--- src/hdl/atsd_pkg.sv ---
`default_nettype none
package atsd_pkg;
	localparam int unsigned NUM_REGS = 8;
	localparam int unsigned IDX_W = 3;
	localparam int unsigned CFG_W = 16;

	localparam logic [IDX_W-1:0] REG_SHAKE_THR   = 3'd0;
	localparam logic [IDX_W-1:0] REG_TAP_THR     = 3'd1;
	localparam logic [IDX_W-1:0] REG_RELEASE_THR = 3'd2;
	localparam logic [IDX_W-1:0] REG_REFRACT     = 3'd3;
	localparam logic [IDX_W-1:0] REG_TAP_WIN     = 3'd4;
	localparam logic [IDX_W-1:0] REG_DT_MIN      = 3'd5;
	localparam logic [IDX_W-1:0] REG_DT_MAX      = 3'd6;
	localparam logic [IDX_W-1:0] REG_SHAKE_N     = 3'd7;

	localparam logic [1:0] GC_TAP    = 2'd0;
	localparam logic [1:0] GC_DOUBLE = 2'd1;
	localparam logic [1:0] GC_SHAKE  = 2'd2;

	typedef enum logic [2:0] {
		ST_IDLE,
		ST_SQUARE,
		ST_ROOT,
		ST_DECIDE,
		ST_OUT
	} state_t;

	typedef struct packed {
		logic load;
		logic square;
		logic root_start;
		logic root_step;
		logic decide;
	} dp_cmd_t;

	typedef struct packed {
		logic over_range;
		logic root_done;
		logic has_result;
	} dp_stat_t;

	typedef struct packed {
		logic [15:0] shake_thr;
		logic [15:0] tap_thr;
		logic [15:0] release_thr;
		logic [15:0] refract;
		logic [15:0] tap_win;
		logic [15:0] dt_min;
		logic [15:0] dt_max;
		logic [7:0]  shake_n;
	} cfg_t;
endpackage
`default_nettype wire

--- src/hdl/atsd_if.sv ---
`default_nettype none
interface atsd_sample_if #(parameter int AXIS_BITS = 16);
	logic valid;
	logic ready;
	logic signed [15:0] accel_x;
	logic signed [15:0] accel_y;
	logic signed [15:0] accel_z;
	logic [31:0] time_ms;
	logic double_tap_mode;
	modport source(output valid, accel_x, accel_y, accel_z, time_ms, double_tap_mode,
		input ready);
	modport sink(input valid, accel_x, accel_y, accel_z, time_ms, double_tap_mode,
		output ready);
endinterface

interface atsd_gesture_if;
	logic valid;
	logic ready;
	logic [1:0] gesture_code;
	modport source(output valid, gesture_code, input ready);
	modport sink(input valid, gesture_code, output ready);
endinterface
`default_nettype wire

--- src/hdl/atsd_ctrl.sv ---
`default_nettype none
module atsd_ctrl (
	input  wire logic clk,
	input  wire logic arst_n,
	input  wire logic in_valid,
	output logic in_ready,
	output logic out_valid,
	input  wire logic out_ready,
	output atsd_pkg::dp_cmd_t cmd,
	input  wire atsd_pkg::dp_stat_t stat
);
	import atsd_pkg::*;
	state_t state_q, state_d;

	// advance state
	always_ff @(posedge clk or negedge arst_n) begin
		if (!arst_n) state_q <= ST_IDLE;
		else state_q <= state_d;
	end

	// next state
	always_comb begin
		state_d = state_q;
		unique case (state_q)
			ST_IDLE:   if (in_valid) state_d = ST_SQUARE;
			ST_SQUARE: state_d = ST_ROOT;
			ST_ROOT: begin
				if (stat.over_range) state_d = ST_IDLE;
				else if (stat.root_done) state_d = ST_DECIDE;
			end
			ST_DECIDE: state_d = stat.has_result ? ST_OUT : ST_IDLE;
			ST_OUT:    if (out_ready) state_d = ST_IDLE;
			default:   state_d = ST_IDLE;
		endcase
	end

	// outputs
	always_comb begin
		cmd = '0;
		in_ready = 1'b0;
		out_valid = 1'b0;
		unique case (state_q)
			ST_IDLE: begin
				in_ready = 1'b1;
				cmd.load = in_valid;
			end
			ST_SQUARE: cmd.square = 1'b1;
			ST_ROOT:   cmd.root_step = !stat.over_range && !stat.root_done;
			ST_DECIDE: cmd.decide = 1'b1;
			ST_OUT:    out_valid = 1'b1;
			default: ;
		endcase
		cmd.root_start = (state_q == ST_SQUARE);
	end
endmodule
`default_nettype wire

--- src/hdl/atsd_dp.sv ---
`default_nettype none
module atsd_dp #(parameter int AXIS_BITS = 16) (
	input  wire logic clk,
	input  wire logic arst_n,
	input  wire atsd_pkg::cfg_t cfg,
	input  wire logic signed [15:0] accel_x,
	input  wire logic signed [15:0] accel_y,
	input  wire logic signed [15:0] accel_z,
	input  wire logic [31:0] time_ms,
	input  wire logic double_tap_mode,
	input  wire atsd_pkg::dp_cmd_t cmd,
	output atsd_pkg::dp_stat_t stat,
	output logic [1:0] gesture_code
);
	import atsd_pkg::*;
	localparam int SQ_W = 2 * AXIS_BITS;
	localparam int SUM_W = (SQ_W + 2 < 32) ? 32 : SQ_W + 2;

	logic [AXIS_BITS-1:0] ax_q, ay_q, az_q;
	logic [31:0] now_q;
	logic dtm_q;
	logic [SUM_W-1:0] sum_q;
	logic [31:0] rem_q;
	logic [31:0] res_q;
	logic [31:0] bit_q;
	logic [1:0] code_q;

	logic base_rdy_q, shake_rep_q, cand_q, pend_q, seen_q;
	logic [15:0] base_q, avg_q;
	logic [7:0] run_q;
	logic [31:0] tstart_q, ptime_q, lastg_q;

	function automatic logic [AXIS_BITS-1:0] mag_of(input logic [15:0] raw);
		logic [AXIS_BITS-1:0] v;
		v = AXIS_BITS'(raw);
		return v[AXIS_BITS-1] ? (~v + 1'b1) : v;
	endfunction

	// sum of squares of the captured axes
	logic [SUM_W-1:0] sum_d;
	assign sum_d = SUM_W'({AXIS_BITS'(0), ax_q} * {AXIS_BITS'(0), ax_q})
		+ SUM_W'({AXIS_BITS'(0), ay_q} * {AXIS_BITS'(0), ay_q})
		+ SUM_W'({AXIS_BITS'(0), az_q} * {AXIS_BITS'(0), az_q});

	// capture sample and absolute axes
	always_ff @(posedge clk) begin
		if (cmd.load) begin
			ax_q <= mag_of(accel_x);
			ay_q <= mag_of(accel_y);
			az_q <= mag_of(accel_z);
			now_q <= time_ms;
			dtm_q <= double_tap_mode;
		end
		if (cmd.square)
			sum_q <= sum_d;
	end

	assign stat.over_range = (sum_q > SUM_W'(32'h4000_0000));
	assign stat.root_done = (bit_q == 32'd0);
	assign gesture_code = code_q;

	// iterative square root, one result bit per cycle, 16 steps from 2^30 down
	logic [31:0] trial;
	assign trial = res_q + bit_q;
	always_ff @(posedge clk) begin
		if (cmd.root_start) begin
			rem_q <= sum_d[31:0];
			res_q <= '0;
			bit_q <= 32'h4000_0000;
		end else if (cmd.root_step) begin
			if (rem_q >= trial) begin
				rem_q <= rem_q - trial;
				res_q <= (res_q >> 1) + bit_q;
			end else begin
				res_q <= res_q >> 1;
			end
			bit_q <= bit_q >> 2;
		end
	end

	// gesture decision
	logic [15:0] mag, dev, avg_n, base_n;
	logic [7:0] run_n;
	logic refr, rep_n, cand_n, pend_n, seen_n, has_n;
	logic [31:0] ts_n, pt_n, lg_n;
	logic [1:0] code_n;
	logic [23:0] blend;
	logic [16:0] avg_sum;
	logic [8:0] run_inc;
	logic done;
	always_comb begin
		mag = res_q[15:0];
		refr = seen_q && ((now_q - lastg_q) < {16'd0, cfg.refract});
		dev = (mag >= base_q) ? mag - base_q : base_q - mag;
		avg_sum = {1'b0, dev} + {1'b0, avg_q};
		avg_n = avg_q; run_n = run_q; rep_n = shake_rep_q; cand_n = cand_q;
		pend_n = pend_q; seen_n = seen_q; ts_n = tstart_q; pt_n = ptime_q;
		lg_n = lastg_q; base_n = base_q; code_n = GC_TAP; has_n = 1'b0; done = 1'b0;
		run_inc = {1'b0, run_q} + 9'd1;
		blend = 24'(24'd243 * base_q) + 24'(24'd13 * mag) + 24'd128;
		if (pend_q && ((now_q - ptime_q) > {16'd0, cfg.dt_max})) begin
			pend_n = 1'b0;
			if (dtm_q && !refr) begin
				seen_n = 1'b1; lg_n = now_q; cand_n = 1'b0;
				code_n = GC_TAP; has_n = 1'b1; done = 1'b1;
			end
		end
		if (!done) begin
			avg_n = avg_sum[16:1];
			if (dev > cfg.shake_thr)
				run_n = (run_inc < {1'b0, cfg.shake_n}) ? run_inc[7:0] : cfg.shake_n;
			else begin
				run_n = 8'd0; rep_n = 1'b0;
			end
			if (avg_n > cfg.shake_thr && run_n >= cfg.shake_n && !rep_n) begin
				rep_n = 1'b1; cand_n = 1'b0; pend_n = 1'b0;
				if (!refr) begin
					seen_n = 1'b1; lg_n = now_q;
					code_n = GC_SHAKE; has_n = 1'b1; done = 1'b1;
				end
			end
		end
		if (!done) begin
			if (!cand_n && !refr && dev >= cfg.tap_thr) begin
				cand_n = 1'b1; ts_n = now_q;
			end
			if (cand_n) begin
				if ((now_q - ts_n) >= {16'd0, cfg.tap_win}) cand_n = 1'b0;
				else if (dev <= cfg.release_thr) begin
					cand_n = 1'b0;
					if (!dtm_q) begin
						seen_n = 1'b1; lg_n = now_q; pend_n = 1'b0;
						has_n = 1'b1; code_n = GC_TAP; done = 1'b1;
					end else if (pend_n && (now_q - ptime_q) >= {16'd0, cfg.dt_min}
						&& (now_q - ptime_q) <= {16'd0, cfg.dt_max}) begin
						seen_n = 1'b1; lg_n = now_q; pend_n = 1'b0;
						has_n = 1'b1; code_n = GC_DOUBLE; done = 1'b1;
					end else begin
						pend_n = 1'b1; pt_n = now_q;
					end
				end
			end
		end
		if (!done && !cand_n && !pend_n && dev < cfg.release_thr)
			base_n = blend[23:8];
		if (!base_rdy_q) begin
			base_n = mag; avg_n = 16'd0; has_n = 1'b0;
			run_n = run_q; rep_n = shake_rep_q; cand_n = cand_q; pend_n = pend_q;
			seen_n = seen_q; ts_n = tstart_q; pt_n = ptime_q; lg_n = lastg_q;
		end
	end

	assign stat.has_result = has_n;

	// hold gesture state
	always_ff @(posedge clk or negedge arst_n) begin
		if (!arst_n) begin
			base_rdy_q <= 1'b0; base_q <= 16'd2048; avg_q <= '0; run_q <= '0;
			shake_rep_q <= 1'b0; cand_q <= 1'b0; tstart_q <= '0; pend_q <= 1'b0;
			ptime_q <= '0; seen_q <= 1'b0; lastg_q <= '0;
			code_q <= GC_TAP;
		end else if (cmd.decide) begin
			base_rdy_q <= 1'b1; base_q <= base_n; avg_q <= avg_n; run_q <= run_n;
			shake_rep_q <= rep_n; cand_q <= cand_n; tstart_q <= ts_n; pend_q <= pend_n;
			ptime_q <= pt_n; seen_q <= seen_n; lastg_q <= lg_n;
			code_q <= code_n;
		end
	end
endmodule
`default_nettype wire

--- src/hdl/accel_tap_shake_detector.sv ---
// Flow: an accepted sample goes through squaring (ST_SQUARE), the square root steps
// (ST_ROOT) and a decision (ST_DECIDE); a gesture then waits in ST_OUT until taken.
// A new sample is taken only in ST_IDLE, once the last one is through; an over-range
// sample returns to ST_IDLE from ST_ROOT with no root steps. A waiting result holds the input.
// Reset: arst_n asynchronous active low; control, configuration and gesture registers
// take their reset values, baseline waits for the first valid sample.
`default_nettype none
module accel_tap_shake_detector #(parameter int AXIS_BITS = 16) (
	input  wire logic clk,
	input  wire logic arst_n,
	atsd_sample_if.sink sample,
	atsd_gesture_if.source gesture,
	input  wire logic cfg_we,
	input  wire logic [atsd_pkg::IDX_W-1:0] cfg_index,
	input  wire logic [atsd_pkg::CFG_W-1:0] cfg_data
);
	import atsd_pkg::*;
	cfg_t cfg_q;
	dp_cmd_t cmd;
	dp_stat_t stat;

	// register writes
	always_ff @(posedge clk or negedge arst_n) begin
		if (!arst_n) begin
			cfg_q <= '{16'd2048, 16'd3072, 16'd512, 16'd500, 16'd100, 16'd80, 16'd400, 8'd3};
		end else if (cfg_we) begin
			unique case (cfg_index)
				REG_SHAKE_THR:   cfg_q.shake_thr <= cfg_data;
				REG_TAP_THR:     cfg_q.tap_thr <= cfg_data;
				REG_RELEASE_THR: cfg_q.release_thr <= cfg_data;
				REG_REFRACT:     cfg_q.refract <= cfg_data;
				REG_TAP_WIN:     cfg_q.tap_win <= cfg_data;
				REG_DT_MIN:      cfg_q.dt_min <= cfg_data;
				REG_DT_MAX:      cfg_q.dt_max <= cfg_data;
				REG_SHAKE_N:     cfg_q.shake_n <= cfg_data[7:0];
				default: ;
			endcase
		end
	end

	atsd_ctrl u_ctrl (
		.clk, .arst_n,
		.in_valid(sample.valid), .in_ready(sample.ready),
		.out_valid(gesture.valid), .out_ready(gesture.ready),
		.cmd, .stat
	);

	atsd_dp #(.AXIS_BITS(AXIS_BITS)) u_dp (
		.clk, .arst_n, .cfg(cfg_q),
		.accel_x(sample.accel_x), .accel_y(sample.accel_y), .accel_z(sample.accel_z),
		.time_ms(sample.time_ms), .double_tap_mode(sample.double_tap_mode),
		.cmd, .stat, .gesture_code(gesture.gesture_code)
	);
endmodule
`default_nettype wire

--- src/flat_wrapper.sv ---
// flat-port wrapper written by rule: the top's interface ports become plain ports
module accel_tap_shake_detector_flat import atsd_pkg::*;
#(parameter int AXIS_BITS = 16)
  (clk, arst_n, cfg_we, cfg_index, cfg_data, sample_valid, sample_accel_x, sample_accel_y, sample_accel_z, sample_time_ms, sample_double_tap_mode, sample_ready, gesture_valid, gesture_gesture_code, gesture_ready);
  atsd_sample_if #(.AXIS_BITS(AXIS_BITS)) sample_i ();
  atsd_gesture_if gesture_i ();
  input  wire logic clk;
  input  wire logic arst_n;
  input  wire logic cfg_we;
  input  wire logic [atsd_pkg::IDX_W-1:0] cfg_index;
  input  wire logic [atsd_pkg::CFG_W-1:0] cfg_data;
  input wire logic [$bits(sample_i.valid)-1:0] sample_valid;
  input wire logic [$bits(sample_i.accel_x)-1:0] sample_accel_x;
  input wire logic [$bits(sample_i.accel_y)-1:0] sample_accel_y;
  input wire logic [$bits(sample_i.accel_z)-1:0] sample_accel_z;
  input wire logic [$bits(sample_i.time_ms)-1:0] sample_time_ms;
  input wire logic [$bits(sample_i.double_tap_mode)-1:0] sample_double_tap_mode;
  output wire logic [$bits(sample_i.ready)-1:0] sample_ready;
  output wire logic [$bits(gesture_i.valid)-1:0] gesture_valid;
  output wire logic [$bits(gesture_i.gesture_code)-1:0] gesture_gesture_code;
  input wire logic [$bits(gesture_i.ready)-1:0] gesture_ready;
  assign sample_i.valid = sample_valid;
  assign sample_i.accel_x = sample_accel_x;
  assign sample_i.accel_y = sample_accel_y;
  assign sample_i.accel_z = sample_accel_z;
  assign sample_i.time_ms = sample_time_ms;
  assign sample_i.double_tap_mode = sample_double_tap_mode;
  assign sample_ready = sample_i.ready;
  assign gesture_valid = gesture_i.valid;
  assign gesture_gesture_code = gesture_i.gesture_code;
  assign gesture_i.ready = gesture_ready;
  accel_tap_shake_detector #(.AXIS_BITS(AXIS_BITS)) u_core (.clk(clk), .arst_n(arst_n), .sample(sample_i), .gesture(gesture_i), .cfg_we(cfg_we), .cfg_index(cfg_index), .cfg_data(cfg_data));
endmodule
--- config.mk ---
export PLATFORM = sky130hd
export DESIGN_NAME = accel_tap_shake_detector_flat
export DESIGN_NICKNAME = d
export VERILOG_FILES = /design/src/hdl/atsd_pkg.sv /design/src/hdl/atsd_if.sv /design/src/hdl/atsd_ctrl.sv /design/src/hdl/atsd_dp.sv /design/src/hdl/accel_tap_shake_detector.sv /design/src/flat_wrapper.sv
export SDC_FILE = /design/constraint.sdc
export NUM_CORES = 2
export LEC_CHECK = 0
export BUFFER_PORTS_ARGS = -buffer_cell sky130_fd_sc_hd__buf_2
export CAP_MARGIN = 20
export CORE_MARGIN = 2
export CORE_UTILIZATION = 32
export CTS_BUF_LIST = sky130_fd_sc_hd__clkbuf_16
export DETAILED_ROUTE_END_ITERATION = 8
export PLACE_DENSITY = 0.53
export SYNTH_ARGS = -nofsm -noshare
export SYNTH_HDL_FRONTEND = slang
export SYNTH_SLANG_ARGS = --single-unit
--- constraint.sdc ---
create_clock -name clk -period 16.4 [get_ports clk]
set_input_delay 4.92 -clock clk [delete_from_list [all_inputs] [get_ports clk]]
set_output_delay 4.92 -clock clk [all_outputs]
set_load 0.005 [all_outputs]
==> results.py <==
metrics = {
    "worst_setup_path": {
        "critical_path.max_fanout": 33,
        "worst-endpoint-arrival_ns": 15.65,
        "endpoint_kind": "flip-flop",
        "crit_top_cell": "sky130_fd_sc_hd__o21ai_0",
        "timing.critical_path.slowest_cell_delay_ns": 0.50,
        "worst_setup_path_start_kind": "flip-flop",
        "setup.worst_path.class": "flip-flop to flip-flop",
        "crit_path_top_delay_cell": "sky130_fd_sc_hd__dfrtp_1",
        "worstPathRequired_ns": 16.93,
    },
    "timing": {
        "timing.final.crit_period_ns": 15.12,
        "setup_violations": 0,
        "slew_violations": 0,
        "final.period_utilization_pct": 92.17,
        "pin_slew_with_the_least_headroom_to_its_limit_ns": 1.211,
        "final.setup_skew_ns": 0.1046,
        "rsz0062_at_grt": "false",
        "final-hold-violation-count": 0,
        "peak_clock_frequency_supported_by_timing_ghz": 0.06616,
        "max-slew-margin-rel_pct": 19.26,
        "finalSetupTns_ns": 0,
    },
    "drt": {
        "drc_errors_left": 0,
        "detailroute.via_count": 43810,
        "detail_route.wirelength_mm": 161.7,
        "drt_antenna_net_count": 0,
        "detailedRoute.firstPassIterationCount": 6,
        "avgViaCountPerCell": 4.935,
        "wl_per_cell_um": 18.22,
        "drt-initial-drc-count": 2451,
    },
    "synth": {
        "netlist.top_cell.by_area": "sky130_fd_sc_hd__fa_1",
        "async_reset_ff_share_pct": 57.70,
        "most_instantiated_flip_flop_cell_in_the_synthesis_netlist": "sky130_fd_sc_hd__dfrtp_1",
        "post_synth.cell_area_avg_um2": 9.435,
        "post_synth_fa_ha_maj_area_fraction_pct": 39.08,
        "synth.ff_latch_count": 461,
        "synth_compound_area_share_pct": 12.61,
        "yosys_top_cell_area_share_pct": 24.17,
        "yosys.area_share.xor_xnor_pct": 3.828,
        "syn_area_um2": 59480,
        "synthesis.nets": 7829,
        "synthCells": 6304,
        "yosysSeqAreaShare_pct": 20.27,
        "synth_mux_area_share_pct": 3.706,
        "count_of_distinct_cell_types_in_the_synthesized_netlist": 100,
        "synth-edff-count": 147,
        "largest_family_of_logic_cells_by_synthesized_area": "adder cells",
        "synthSimpleGateAreaFrac_pct": 11.65,
        "yosysWarnings": 0,
        "netlist_top_cells_area": "sky130_fd_sc_hd__fa_1, sky130_fd_sc_hd__ha_1, sky130_fd_sc_hd__dfrtp_1",
    },
    "floorplan": {
        "die_height_um": 435.1,
        "starting_density_of_the_core_pct": 32.15,
        "die_ar_um2": 189300,
        "core-area_um2": 185000,
        "top_level_ports": 109,
        "placementRows": 158,
        "dieWidth_um": 435.1,
    },
    "worst_hold_path": {
        "min_path_type": "flip-flop to flip-flop",
    },
    "cells_and_area": {
        "antenna_cells": 0,
        "num-nets-final": 7871,
        "finish.cell_count_without_fillers": 8877,
        "layout_common_cells": "sky130_fd_sc_hd__inv_1, sky130_fd_sc_hd__fa_1, sky130_fd_sc_hd__ha_1",
        "final_layout_size_suffix_gt1_share_pct": 7.347,
        "cell_area_after_layout_um2": 64950,
        "synthToLayoutAreaGrowth_pct": 9.197,
        "layout.cells.most_common": "sky130_fd_sc_hd__inv_1",
    },
    "clock_tree": {
        "cts-buffers-inserted": 60,
        "ctsHtreeMaxLevel": 2,
        "tritoncts_clock_tree": "done",
        "cts_sinks": 461,
        "clk_latency_ns": 0.75,
        "cts.hold.buffers_added": 0,
        "clock_tree.buffer_depth": 3,
        "clock_root_buffer": "sky130_fd_sc_hd__clkbuf_16",
        "clock_transition_at_the_register_clock_pins_on_the_worst_setup_and_hold_paths_after_cts_ns": 0.06,
        "post_cts_buffers": 0,
    },
    "placed_design": {
        "place_area_um2": 62940,
        "detailed_placer_s_ending_hpwl_mm": 132.5,
        "cell_total_after_placement": 8762,
        "io_buffers": 108,
        "globalplace.congestion": 0.8942,
    },
    "job": {
        "drv.max_cap_violation_count": 0,
    },
    "global_routing": {
        "grt_pass1_vias": 46040,
        "grt_antenna_before_repair": 1,
        "grt_start_max_net_pins": 98,
        "wire_length_of_the_first_global_routing_pass_mm": 260.5,
        "global_route.overflow_total": 0,
        "track_usage_pct": 17.22,
    },
    "run_status": {
        "outcome": "completed",
    },
}
layout make-up:
class | instances | area (µm²)
flip-flops and latches | 461 | 12060
well taps | 2480 | 3103
clock buffers | 62 | 1551
multi-input cells | 4452 | 42250
repair buffers | 175 | 1082
clock inverters | 51 | 415.4
inverters | 1196 | 4492
fillers | 18900 | 120100
cell families after synthesis:
| group | Yosys count |
|---|---|
| xor+xnor | 260 |
| compound gates | 1154 |
| simple gates | 1405 |
| fa+ha+maj | 1429 |
| flops | 461 |
| buf+inv | 1391 |
| mux | 204 |
final timing paths:
kind / slack [ns] / depth (start not counted) / start / end
max in group asynchronous: 10.67 / 2 / arst_n / u_core.cfg_q[84]$_DFFE_PN0P_
max reg2reg: 1.28 / 68 / u_core.u_dp.base_q[0]$_DFFE_PN0P_ / u_core.u_dp.ptime_q[26]$_DFFE_PN0P_
max: 1.28 / 68 / u_core.u_dp.base_q[0]$_DFFE_PN0P_ / u_core.u_dp.ptime_q[26]$_DFFE_PN0P_
min: 0.48 / 1 / u_core.u_dp.ptime_q[4]$_DFFE_PN0P_ / u_core.u_dp.ptime_q[4]$_DFFE_PN0P_
min reg2reg: 0.48 / 1 / u_core.u_dp.ptime_q[4]$_DFFE_PN0P_ / u_core.u_dp.ptime_q[4]$_DFFE_PN0P_
min in group asynchronous: 4.18 / 1 / arst_n / u_core.cfg_q[17]$_DFFE_PN0P_
metrics by stage:
stage	utilization, %	hold WS, ns	setup slack, ns
floorplan	-	0.4419	2.425
global placement	34.01	0.4680	1.234
detailed placement	34.01	0.4759	0.9013
CTS	35.08	0.4893	0.8180
global route	35.10	0.4990	0.01849
finish	35.10	0.4840	1.284
flip-flops by register name, summed over array words and instances, names as in the netlist, 2 cells and up:
signal,cells
u_core.u_dp.run_q,8
u_core.u_dp.gesture_code,2
u_core.u_dp.az_q,16
u_core.u_dp.ax_q,16
u_core.u_dp.ptime_q,32
u_core.cfg_q,120
u_core.u_dp.sum_q,34
u_core.u_dp.rem_q,32
u_core.u_dp.avg_q,16
u_core.u_dp.lastg_q,32
u_core.u_dp.res_q,32
u_core.u_dp.bit_q,16
u_core.u_dp.base_q,16
u_core.u_dp.now_q,32
u_core.u_dp.ay_q,16
u_core.u_dp.tstart_q,32
u_core.u_ctrl.state_q,3
metal layers:
layer  wire length [µm]  part of all wire, %  track usage (%)
met3               6090                  3.8            1.821
met2              76040                   47            28.74
met1              75490                   47            23.75
met4               4132                  2.6            4.419
met5                  0                    0                0
worst max-delay path, delay by kind of cell (launching register included):
| kind | cells | cell delay [ns] |
|---|---|---|
| AO/OA/AOI/OAI | 35 | 7.33 |
| adder cells (fa/ha/maj) | 9 | 2.83 |
| AND/OR/NAND/NOR | 16 | 2.46 |
| multiplexers | 2 | 0.80 |
| buffers and inverters | 4 | 0.67 |
| flip-flops | 1 | 0.50 |
| XOR/XNOR | 2 | 0.32 |
synth_stat cells, drive strengths merged (40+ instances only):
master and instances:
dfrtp 245, a21oi 287, nor3 64, mux2 130, nand3 103, inv 1195
mux2i 74, o21ai 257, clkbuf 174, a31oi 74, nand4 40, o21bai 50
ha 702, nor2b 63, xor2 80, and2 193, fa 718, a211oi 42
a21o 133, xnor2 180, nand2 509, dfxtp 48, nor2 225, edfxtp 147
what timing repair did:
action	4_1_cts	5_1_grt
endpoints found under the setup margin	0	71
resized for setup	0	8
endpoints found under the hold margin	0	0
Power is not shown: default switching activity piles up to over one toggle a cycle in this logic, so the estimate is an artifact.
